<file path="config.mk">
export PLATFORM = sky130hd
export DESIGN_NAME = multiply_rotate_key_hash
export DESIGN_NICKNAME = d
export VERILOG_FILES = /design/src/rtl/core/mrkh_pkg.sv /design/src/rtl/core/mrkh_ctrl.sv /design/src/rtl/core/mrkh_datapath.sv /design/src/rtl/core/multiply_rotate_key_hash.sv
export VERILOG_INCLUDE_DIRS = /design/src /design/src/rtl/core
export SDC_FILE = /design/constraint.sdc
export NUM_CORES = 1
export LEC_CHECK = 0
export BUFFER_PORTS_ARGS = -buffer_cell sky130_fd_sc_hd__buf_2
export CORE_MARGIN = 1.5
export CORE_UTILIZATION = 60
export CTS_CLUSTER_DIAMETER = 80
export DETAILED_ROUTE_END_ITERATION = 12
export HOLD_SLACK_MARGIN = 0.15
export PLACE_DENSITY = 0.88
export SLEW_MARGIN = 20
export SYNTH_ARGS = -nofsm -noshare
export SYNTH_HDL_FRONTEND = slang
export SYNTH_SLANG_ARGS = --single-unit
</file>
<file path="constraint.sdc">
create_clock -name i_clk -period 19.4 [get_ports i_clk]
set_clock_uncertainty 0.2 [all_clocks]
set_input_delay 0.97 -clock i_clk [delete_from_list [all_inputs] [get_ports i_clk]]
set_output_delay 0.97 -clock i_clk [all_outputs]
set_load 0.02 [all_outputs]
</file>
<file path="src/rtl/core/multiply_rotate_key_hash_assert.svh">
// Assertion macros for the multiply/rotate key hash block.
// Plain concurrent property wrappers; no other dependencies.
`ifndef MULTIPLY_ROTATE_KEY_HASH_ASSERT_SVH
`define MULTIPLY_ROTATE_KEY_HASH_ASSERT_SVH

// Overlapping implication, disabled while in reset.
`define MRKH_ASSERT_SAME(label, clk, rst_n, ante, cons) \
    label: assert property (@(posedge clk) disable iff (!rst_n) (ante) |-> (cons)) \
        else $error("assertion failed");

// Next-cycle implication, disabled while in reset.
`define MRKH_ASSERT_NEXT(label, clk, rst_n, ante, cons) \
    label: assert property (@(posedge clk) disable iff (!rst_n) (ante) |=> (cons)) \
        else $error("assertion failed");

// Next-cycle implication that also holds across reset.
`define MRKH_ASSERT_ALWAYS_NEXT(label, clk, ante, cons) \
    label: assert property (@(posedge clk) (ante) |=> (cons)) \
        else $error("assertion failed");

`endif

</file>
<file path="src/rtl/core/mrkh_pkg.sv">
// Shared types and constants for the multiply/rotate key hash block.
// No dependencies.
`timescale 1ns / 1ps
`default_nettype none

package mrkh_pkg;

    localparam logic [31:0] SEED_MUL = 32'he5687ac3;
    localparam logic [31:0] KEY_XOR  = 32'h3c65ab25;
    localparam logic [31:0] MIX_MUL  = 32'h9e3779db;
    localparam logic [31:0] MIX_ADD  = 32'hd38c59ea;
    localparam int unsigned KEY_ROT  = 17;
    localparam int unsigned HASH_ROT = 11;

    typedef enum logic [1:0] {
        MUL_NONE,
        MUL_SEED,
        MUL_KEY,
        MUL_HASH
    } t_mul_op;

    // controller -> datapath
    typedef struct packed {
        logic    load;        // input transfer: capture chunk
        t_mul_op op;          // multiplier operation this cycle
        logic    clear_word;  // zero the chunk word for the tail mix
        logic    out_load;    // capture result into output register
    } t_cmd;

    // datapath -> controller
    typedef struct packed {
        logic in_first;  // first_chunk of the item on the input port
        logic last;      // captured chunk is the last one
        logic full;      // captured chunk held four bytes
    } t_status;

endpackage

`default_nettype wire

</file>
<file path="src/rtl/core/mrkh_ctrl.sv">
// Sequencer for the key hash: steps the shared multiplier per chunk.
// Depends on mrkh_pkg.
`timescale 1ns / 1ps
`default_nettype none

module mrkh_ctrl
    import mrkh_pkg::*;
(
    input  wire logic    i_clk,
    input  wire logic    i_rst_n,
    input  wire logic    i_valid,
    output logic         o_stall,
    output logic         o_valid,
    input  wire logic    i_stall,
    input  wire t_status i_status,
    output t_cmd         o_cmd
);

    typedef enum logic [2:0] {
        ST_IDLE,
        ST_SEED,
        ST_KEY,
        ST_HASH,
        ST_TAIL_KEY,
        ST_TAIL_HASH,
        ST_EMIT
    } t_state;

    t_state r_state, n_state;
    logic   r_valid, n_valid;
    t_cmd   w_cmd;
    logic   w_out_free;

    assign w_out_free = !r_valid || !i_stall;

    always_comb begin
        n_state          = r_state;
        n_valid          = r_valid && i_stall;
        w_cmd.load       = 1'b0;
        w_cmd.op         = MUL_NONE;
        w_cmd.clear_word = 1'b0;
        w_cmd.out_load   = 1'b0;
        case (r_state)
            ST_IDLE: begin
                if (i_valid) begin
                    w_cmd.load = 1'b1;
                    n_state    = i_status.in_first ? ST_SEED : ST_KEY;
                end
            end
            ST_SEED: begin
                w_cmd.op = MUL_SEED;
                n_state  = ST_KEY;
            end
            ST_KEY: begin
                w_cmd.op = MUL_KEY;
                n_state  = ST_HASH;
            end
            ST_HASH: begin
                w_cmd.op = MUL_HASH;
                if (!i_status.last) begin
                    n_state = ST_IDLE;
                end else if (i_status.full) begin
                    w_cmd.clear_word = 1'b1;
                    n_state          = ST_TAIL_KEY;
                end else begin
                    n_state = ST_EMIT;
                end
            end
            ST_TAIL_KEY: begin
                w_cmd.op = MUL_KEY;
                n_state  = ST_TAIL_HASH;
            end
            ST_TAIL_HASH: begin
                w_cmd.op = MUL_HASH;
                n_state  = ST_EMIT;
            end
            ST_EMIT: begin
                // wait for the output register to drain
                if (w_out_free) begin
                    w_cmd.out_load = 1'b1;
                    n_valid        = 1'b1;
                    n_state        = ST_IDLE;
                end
            end
            default: begin
                n_state = ST_IDLE;
            end
        endcase
    end

    always_ff @(posedge i_clk) begin
        if (!i_rst_n) begin
            r_state <= ST_IDLE;
            r_valid <= 1'b0;
        end else begin
            r_state <= n_state;
            r_valid <= n_valid;
        end
    end

    assign o_stall = (r_state != ST_IDLE);
    assign o_valid = r_valid;
    assign o_cmd   = w_cmd;

endmodule

`default_nettype wire

</file>
<file path="src/rtl/core/mrkh_datapath.sv">
// Datapath for the key hash: chunk capture, shared constant multiplier,
// running hash, error flag and output register. Depends on mrkh_pkg.
`timescale 1ns / 1ps
`default_nettype none

module mrkh_datapath
    import mrkh_pkg::*;
#(
    parameter logic [31:0] MAX_KEY_BYTES = 32'd65535
)
(
    input  wire logic        i_clk,
    input  wire logic        i_rst_n,
    input  wire logic        i_first_chunk,
    input  wire logic [15:0] i_key_length,
    input  wire logic [31:0] i_chunk_word,
    input  wire logic [2:0]  i_chunk_bytes,
    input  wire logic        i_last_chunk,
    input  wire t_cmd        i_cmd,
    output t_status          o_status,
    output logic [31:0]      o_hash_value,
    output logic             o_chunk_error
);

    logic [31:0] r_word;
    logic [31:0] r_len;
    logic        r_last;
    logic        r_full;
    logic [31:0] r_k;
    logic [31:0] r_hash;
    logic        r_err, n_err;
    logic [31:0] r_out_hash;
    logic        r_out_err;

    logic [31:0] w_mask;
    logic        w_full_in;
    logic [31:0] w_len_in;
    logic [31:0] w_krot;
    logic [31:0] w_hx;
    logic [31:0] w_opnd;
    logic [31:0] w_coef;
    logic [31:0] w_prod;

    // byte counts above four count as four
    assign w_full_in = (i_chunk_bytes >= 3'd4);

    always_comb begin
        case (i_chunk_bytes)
            3'd0:    w_mask = 32'h0000_0000;
            3'd1:    w_mask = 32'h0000_00ff;
            3'd2:    w_mask = 32'h0000_ffff;
            3'd3:    w_mask = 32'h00ff_ffff;
            default: w_mask = 32'hffff_ffff;
        endcase
    end

    assign w_len_in = ({16'd0, i_key_length} > MAX_KEY_BYTES) ?
                      MAX_KEY_BYTES : {16'd0, i_key_length};

    always_comb begin
        n_err = i_first_chunk ? 1'b0 : r_err;
        if (!i_last_chunk && !w_full_in) begin
            n_err = 1'b1;
        end
    end

    assign w_krot = {r_k[31-KEY_ROT:0], r_k[31:32-KEY_ROT]};
    assign w_hx   = r_hash ^ w_krot;

    always_comb begin
        case (i_cmd.op)
            MUL_SEED: begin
                w_opnd = r_len;
                w_coef = SEED_MUL;
            end
            MUL_KEY: begin
                w_opnd = r_word ^ KEY_XOR;
                w_coef = MIX_MUL;
            end
            MUL_HASH: begin
                w_opnd = {w_hx[31-HASH_ROT:0], w_hx[31:32-HASH_ROT]};
                w_coef = MIX_MUL;
            end
            default: begin
                w_opnd = 32'd0;
                w_coef = 32'd0;
            end
        endcase
    end

    // only the low word of the product is ever needed
    assign w_prod = w_opnd * w_coef;

    // captured chunk, key mix and output register
    always_ff @(posedge i_clk) begin
        if (i_cmd.load) begin
            r_word <= i_chunk_word & w_mask;
            r_len  <= w_len_in;
            r_last <= i_last_chunk;
            r_full <= w_full_in;
        end else if (i_cmd.clear_word) begin
            r_word <= 32'd0;
        end
        if (i_cmd.op == MUL_KEY) begin
            r_k <= w_prod[31:0];
        end
        if (i_cmd.out_load) begin
            r_out_hash <= r_hash;
            r_out_err  <= r_err;
        end
    end

    // running state
    always_ff @(posedge i_clk) begin
        if (!i_rst_n) begin
            r_hash <= 32'd0;
            r_err  <= 1'b0;
        end else begin
            if (i_cmd.load) begin
                r_err <= n_err;
            end
            if (i_cmd.op == MUL_SEED) begin
                r_hash <= w_prod[31:0];
            end else if (i_cmd.op == MUL_HASH) begin
                r_hash <= w_prod[31:0] + MIX_ADD;
            end
        end
    end

    assign o_status.in_first = i_first_chunk;
    assign o_status.last     = r_last;
    assign o_status.full     = r_full;
    assign o_hash_value      = r_out_hash;
    assign o_chunk_error     = r_out_err;

endmodule

`default_nettype wire

</file>
<file path="src/rtl/core/multiply_rotate_key_hash.sv">
// Streaming multiply/rotate key hash. A middle chunk steps through the transfer and
// the key and hash multiplies on the one shared multiplier; a first chunk adds a seed
// multiply. A last chunk that held four bytes adds a zero-tail key and hash mix; the
// result then waits for the output register to drain, and the next transfer follows.
// Synchronous active-low reset clears running hash, error flag, sequencer and o_valid.
`timescale 1ns / 1ps
`default_nettype none
`include "multiply_rotate_key_hash_assert.svh"

module multiply_rotate_key_hash
    import mrkh_pkg::*;
#(
    parameter logic [31:0] MAX_KEY_BYTES = 32'd65535
)
(
    input  wire logic        i_clk,
    input  wire logic        i_rst_n,
    input  wire logic        i_valid,
    output logic             o_stall,
    input  wire logic        i_first_chunk,
    input  wire logic [15:0] i_key_length,
    input  wire logic [31:0] i_chunk_word,
    input  wire logic [2:0]  i_chunk_bytes,
    input  wire logic        i_last_chunk,
    output logic             o_valid,
    input  wire logic        i_stall,
    output logic [31:0]      o_hash_value,
    output logic             o_chunk_error
);

    t_cmd    w_cmd;
    t_status w_status;

    mrkh_ctrl u_ctrl (
        .i_clk    (i_clk),
        .i_rst_n  (i_rst_n),
        .i_valid  (i_valid),
        .o_stall  (o_stall),
        .o_valid  (o_valid),
        .i_stall  (i_stall),
        .i_status (w_status),
        .o_cmd    (w_cmd)
    );

    mrkh_datapath #(
        .MAX_KEY_BYTES (MAX_KEY_BYTES)
    ) u_datapath (
        .i_clk         (i_clk),
        .i_rst_n       (i_rst_n),
        .i_first_chunk (i_first_chunk),
        .i_key_length  (i_key_length),
        .i_chunk_word  (i_chunk_word),
        .i_chunk_bytes (i_chunk_bytes),
        .i_last_chunk  (i_last_chunk),
        .i_cmd         (w_cmd),
        .o_status      (w_status),
        .o_hash_value  (o_hash_value),
        .o_chunk_error (o_chunk_error)
    );

    // an input transfer always starts a busy sequence
    `MRKH_ASSERT_NEXT(a_busy_after_transfer, i_clk, i_rst_n, i_valid && !o_stall, o_stall)
    // a new result only appears at the end of a sequence in flight
    `MRKH_ASSERT_SAME(a_result_from_work, i_clk, i_rst_n, $rose(o_valid), $past(o_stall))
    // reset empties the output register
    `MRKH_ASSERT_ALWAYS_NEXT(a_reset_clears_out, i_clk, !i_rst_n, !o_valid)

endmodule

`default_nettype wire
</file>
==> results of run 1 <==
-- sequential cells by signal, indices dropped and copies added (netlist names), 3 cells and up --
signal                   flops
u_datapath.o_hash_value     32
u_datapath.r_len            16
u_ctrl.r_state               3
u_datapath.r_hash           32
u_datapath.r_k              32
u_datapath.r_word           32
-- area by class of cell --
class	instances	area [µm²]	share of cell area, %
multi-input combinational	1134	12680	61.97
sequential	152	4195	20.50
inverter	484	1817	8.879
timing repair buffer	120	673.1	3.290
tap	396	495.5	2.422
clock buffer	19	432.9	2.116
clock inverter	13	167.7	0.8194
-- synth_stat cells, drive strengths merged, types with 37 or more instances --
master,number
inv,483
fa,303
ha,204
edfxtp,115
nor2,110
xnor2,88
and2,53
nand2,52
a21oi,51
a211oi,48
dfxtp,37
xor2,37
-- worst max-delay path, delay by kind of cell, from the launching register on --
| family | cells | cell delay, ns |
|---|---|---|
| xor+xnor | 2 | 0.40 |
| simple gates | 5 | 1.30 |
| fa+ha+maj | 9 | 4.30 |
| buf+inv | 9 | 1.15 |
| flops | 1 | 0.32 |
| compound gates | 8 | 2.50 |
-- cell families after synthesis --
kind of cell | count (synthesis)
other | 1
adders and majority gates | 507
muxes | 1
buffers and inverters | 523
xor gates and xnor gates | 128
DFF | 152
and+or+nand+nor | 282
AOI/OAI and AO/OA | 210
-- metal layers --
metal	share of wire, %	track usage [%]	vias up
li1	-	-	5861
met1	38	44.13	6628
met2	48	56.93	821
met3	9.0	6.043	175
met4	5.8	18.92	0
met5	0	0	-
-- worst max-delay path by stage --
stage                                               from                                 end  slack [ns]  cells past startpoint
final                     u_ctrl.r_state[1]$_SDFFE_PN0P_  u_datapath.r_hash[31]$_SDFFE_PN0P_        9.07                     33
after detailed placement  u_ctrl.r_state[1]$_SDFFE_PN0P_  u_datapath.r_hash[31]$_SDFFE_PN0P_        9.31                     33
after CTS                 u_ctrl.r_state[1]$_SDFFE_PN0P_  u_datapath.r_hash[31]$_SDFFE_PN0P_        9.15                     33
after global routing      u_ctrl.r_state[1]$_SDFFE_PN0P_  u_datapath.r_hash[31]$_SDFFE_PN0P_        8.45                     33
after floorplan           u_ctrl.r_state[0]$_SDFFE_PN0P_  u_datapath.r_hash[31]$_SDFFE_PN0P_       10.55                     33
after global placement    u_ctrl.r_state[1]$_SDFFE_PN0P_  u_datapath.r_hash[31]$_SDFFE_PN0P_        9.58                     33
-- stage by stage --
stage,worst slack (ns),hold slack [ns],instance area (µm²),instances
global placement,9.580,0.2180,19860,2286
finish,9.068,0.2353,20460,2318
CTS,9.153,0.2314,20460,2318
global route,8.452,0.2548,20460,2318
floorplan,10.55,0.2086,18820,1809
detailed placement,9.312,0.2165,19860,2286
-- layout by cell type (no fill, tap or decap), types with 8 or more instances in the layout --
cell       synthesis  routed
a211oi_1          45      43
buf_2              8      91
ha_1             204     204
and2_1            53      53
nand4_1            8       8
fa_1             303     303
xor2_1            36      36
o21ai_0           31      31
nand2_1           52      52
a21o_1            12      12
a31oi_1           11      11
nor2_1           110     109
a21oi_1           50      49
edfxtp_1         115     115
buf_4              1      29
xnor2_1           87      86
inv_1            483     483
clkbuf_16          0      17
or2_2              8       8
nand3_1           14      14
dfxtp_1           37      36
nor2b_1            8       8
==> out/qor.yml, run 1 <==
worst_setup_path:
  r2r-start: "u_ctrl.r_state[1]$_SDFFE_PN0P_"
  crit_top_cell: "inv_1"
  r2r_cells: 33
  cp_slowest_cell: "nor2_1"
  slowest_delay_ns: 0.58
  worstPathArrival_ns: 10.42
  worstPathRequired_ns: 19.49
  cp-start-kind: "flip-flop"
  r2r_setup_slack_ns: 9.07
  crit_type: "flip-flop to flip-flop"
  path_max_fanout: 19
  critPathCaptureType: "flip-flop"
  crit-reg2reg-capture: "u_datapath.r_hash[31]$_SDFFE_PN0P_"
synth:
  yosys.area_share.xor_xnor_pct: 6.261
  synth_top_family_by_area: "adder cells"
  yosysUniqueCellTypes: 76
  synth.avg_cell_area_um2: 10.42
  syn_area_um2: 18800
  synthArstFlopShare_pct: 0
  yosys.area_share.simple_pct: 7.266
  yosysTopAreaCell: "fa_1"
  synth_mux_area_share_pct: 0.05323
  netlist_instances: 1804
  synthAdderAreaFrac_pct: 45.83
  synth_edf_count: 115
  synth_compound_area_share_pct: 7.632
  netlist.area_leader.share_pct: 32.26
  synth-seq-cells: 152
  synth_ff_type: "edfxtp_1"
  synth_area_leaders: "fa_1, edfxtp_1, ha_1"
  yosysWarnings: 0
  synth-seq-area-share_pct: 22.30
placed_design:
  dp_hpwl_um: 45060
  gp_congestion: 1.034
  io_buffers: 91
routing:
  wire_per_inst_um: 23.20
  drtIter0Drc: 1570
  drc: 0
  ant_nets: 0
  via_per_inst: 5.818
  vias: 13490
  firstDrtPassIters: 5
  wirelength_um: 53770
sta:
  setup_viol: 0
  worstMarginPinSlew_ns: 1.106
  drv_slew: 0
  final.setup.tns_ns: 0
  fmax_ghz: 0.09679
  hold_violations: 0
  layout_worst_path_cycle_share_pct: 53.26
  rsz0062_at_grt: "false"
  slew-limit-headroom_pct: 26.16
  layout_min_cycle_time_ns: 10.33
min_path:
  min_to: "u_datapath.o_chunk_error$_DFFE_PP_"
  hp-class: "flip-flop to flip-flop"
  hold_start: "u_datapath.r_err$_SDFFE_PN0P_"
  hold_depth: 0
clock_network:
  post-cts-setup-buffers: 0
  clk_transition_reported_paths_ns: 0.06
  clock_latency_ns: 0.45
  clkSinkCount: 152
  cts_tree: "yes"
  cts_max_path_buffers: 2
  clockRootBuffer: "clkbuf_16"
  hold_buffers: 0
  cts-buffers-inserted: 17
  h-tree-depth: 4
  cts_resized: 0
floorplan:
  die_x_um: 180.0
  start_util_pct: 61.15
  die_area_um2: 32410
  io_pins: 92
  die_y_um: 180.0
  coreArea_um2: 30750
  row_count: 64
grt:
  grt-ovfl-total: 0
  grt_pass1_vias: 14580
  grt_pass1_wl_um: 83000
  antenna_found_initial: 0
  track_usage_pct: 34.67
  grt_max_degree: 71
finish:
  n_antenna_cell: 0
  utilization_pct: 66.54
  area_growth_pct: 8.810
  finalNetCount: 2473
  drive_gt1_share_pct: 9.261
  num-fill-cells: 2271
job:
  drv_cap: 0
status:
  status: "complete, no violations"
Power of run 1 is left out: the tool's default activity adds up to more than one toggle a clock period on the data nets, which glitch-free logic cannot reach.
==> run 2, diff against run 1 <==
Settings changed: CORE_UTILIZATION 60 to 58, PLACE_DENSITY 0.88 to 0.89.
Clock period 19.4 ns to 9.25 ns, I/O delays scaled along.
==> run 2 against run 1 <==
First-iteration DRC count is 7.2% lower. Largest cell class unchanged. Routed wire length rose by 7.7%. Flip-flop and latch count is the same. Utilization up 0.99 points. Die area is 3.4% higher.
==> out/qor.yml, run 2 (synthesis gave the netlist of run 1 again) <==
grt:
  antenna_found_initial: 0
  grt-ovfl-total: 0
  grt_max_degree: 53
  track_usage_pct: 36.38
  grt_pass1_vias: 15200
  grt_pass1_wl_um: 88670
placed_design:
  dp_hpwl_um: 46380
  gp_congestion: 1.056
  io_buffers: 91
  placedInstanceArea_um2: 20180
worst_setup_path:
  cp.buffers_inverters: 9
  crit-reg2reg-capture: "u_datapath.r_hash[31]$_SDFFE_PN0P_"
  worstPathRequired_ns: 9.36
  cp.depth: 32
  slowest_delay_ns: 0.55
  endpoint: "u_datapath.r_hash[31]$_SDFFE_PN0P_"
  r2r_cells: 32
  critPathCaptureType: "flip-flop"
  cp_slowest_cell: "fa_1"
  worstPathArrival_ns: 9.11
  crit_type: "flip-flop to flip-flop"
  path_max_fanout: 15
  cp-start-kind: "flip-flop"
  critPathLaunch: "u_ctrl.r_state[0]$_SDFFE_PN0P_"
  r2r_setup_slack_ns: 0.26
  r2r-start: "u_ctrl.r_state[0]$_SDFFE_PN0P_"
  cp_top_family: "adder cells"
sta:
  hold_violations: 0
  drv_slew: 0
  layout_worst_path_cycle_share_pct: 97.23
  slew-limit-headroom_pct: 23.35
  setup_viol: 0
  layout_min_cycle_time_ns: 8.993
  final.setup.tns_ns: 0
  fmax_ghz: 0.1112
  worstMarginPinSlew_ns: 1.147
finish:
  final_cell_mix: "inv_1, fa_1, ha_1"
  area_growth_pct: 13.91
  final_common_cell: "inv_1"
  finalNetCount: 2568
  drive_gt1_share_pct: 12.00
  num-fill-cells: 2285
  stdcell_area_um2: 21420
floorplan:
  die_area_um2: 33510
  io_pins: 92
  die_x_um: 183.1
  die_y_um: 183.1
  coreArea_um2: 31720
  start_util_pct: 59.29
  row_count: 65
min_path:
  hold_start: "i_first_chunk"
  hp-class: "input pin to flip-flop"
clock_network:
  cts_max_path_buffers: 2
  cts_tree: "yes"
  clkSinkCount: 152
  clk_transition_reported_paths_ns: 0.08
  clock_latency_ns: 0.45
  cts-buffers-inserted: 17
  h-tree-depth: 4
  clockRootBuffer: "clkbuf_16"
routing:
  drtIter0Drc: 1457
  firstDrtPassIters: 9
  via_per_inst: 5.861
  wire_per_inst_um: 23.93
  wirelength_um: 57920
  ant_nets: 0
  vias: 14180
  drc: 0
status:
  status: "complete, no violations"
job:
  drv_cap: 0
run 2: final cells by class:
cell class	instances	area [µm²]	share of cell area (%)
Clock buffer	18	439.2	2.050
Tap cell	402	503.0	2.348
Clock inverter	14	148.9	0.6951
Timing Repair Buffer	214	1515	7.074
Multi-Input combinational cell	1135	12790	59.73
Inverter	484	1817	8.481
Sequential cell	152	4200	19.61
Antenna cell	1	2.502	0.01168
run 2: layer usage:
| layer | wire [µm] | up-vias | track usage (%) |
|---|---|---|---|
| met4 | 3541 | 0 | 18.59 |
| met5 | 0 | - | 0 |
| met1 | 21520 | 7014 | 46.71 |
| met3 | 5532 | 205 | 6.970 |
| met2 | 27320 | 899 | 59.24 |
| li1 | - | 6065 | - |
run 2: repair_timing:
| action | in CTS | in global routing |
|---|---|---|
| resized for setup | 5 | 24 |
| gates cloned | 0 | 1 |
| buffers inserted | 0 | 2 |
| pin swaps | 0 | 1 |
| setup endpoints to repair | 10 | 12 |
| hold buffers | 50 | 0 |
| hold endpoints to repair | 51 | 0 |
run 2: worst min-delay path by stage:
stage / cells past startpoint / end / slack [ns]
floorplan: 0 / u_datapath.o_chunk_error$_DFFE_PP_ / 0.21
global placement: 0 / u_datapath.o_chunk_error$_DFFE_PP_ / 0.22
detailed placement: 0 / u_datapath.o_chunk_error$_DFFE_PP_ / 0.23
CTS: 4 / u_datapath.r_err$_SDFFE_PN0P_ / 0.16
global route: 4 / u_datapath.r_err$_SDFFE_PN0P_ / 0.23
finish: 4 / u_datapath.r_err$_SDFFE_PN0P_ / 0.18
run 2: through the flow:
step	worst slack (ns)	hold slack [ns]	std cells	util [%]
after global routing	-0.04965	0.2286	2419	67.53
after CTS	0.008741	0.1591	2416	67.10
after global placement	-0.2834	0.2209	2334	63.62
after detailed placement	-0.4675	0.2275	2334	63.62
final	0.2565	0.1802	2420	67.53
after floorplan	0.3960	0.2086	1809	-
run 2: worst reg2reg max path, delay by kind of cell, from the launching register on:
kind                       cells  cell delay, ns
AOI/OAI and AO/OA              8            1.97
xor gates and xnor gates       2            0.34
and+or+nand+nor                4            0.67
buffers and inverters          9            0.93
adders and majority gates      9            4.34
DFF                            1            0.43
Power of run 2 is left out for the same reason.
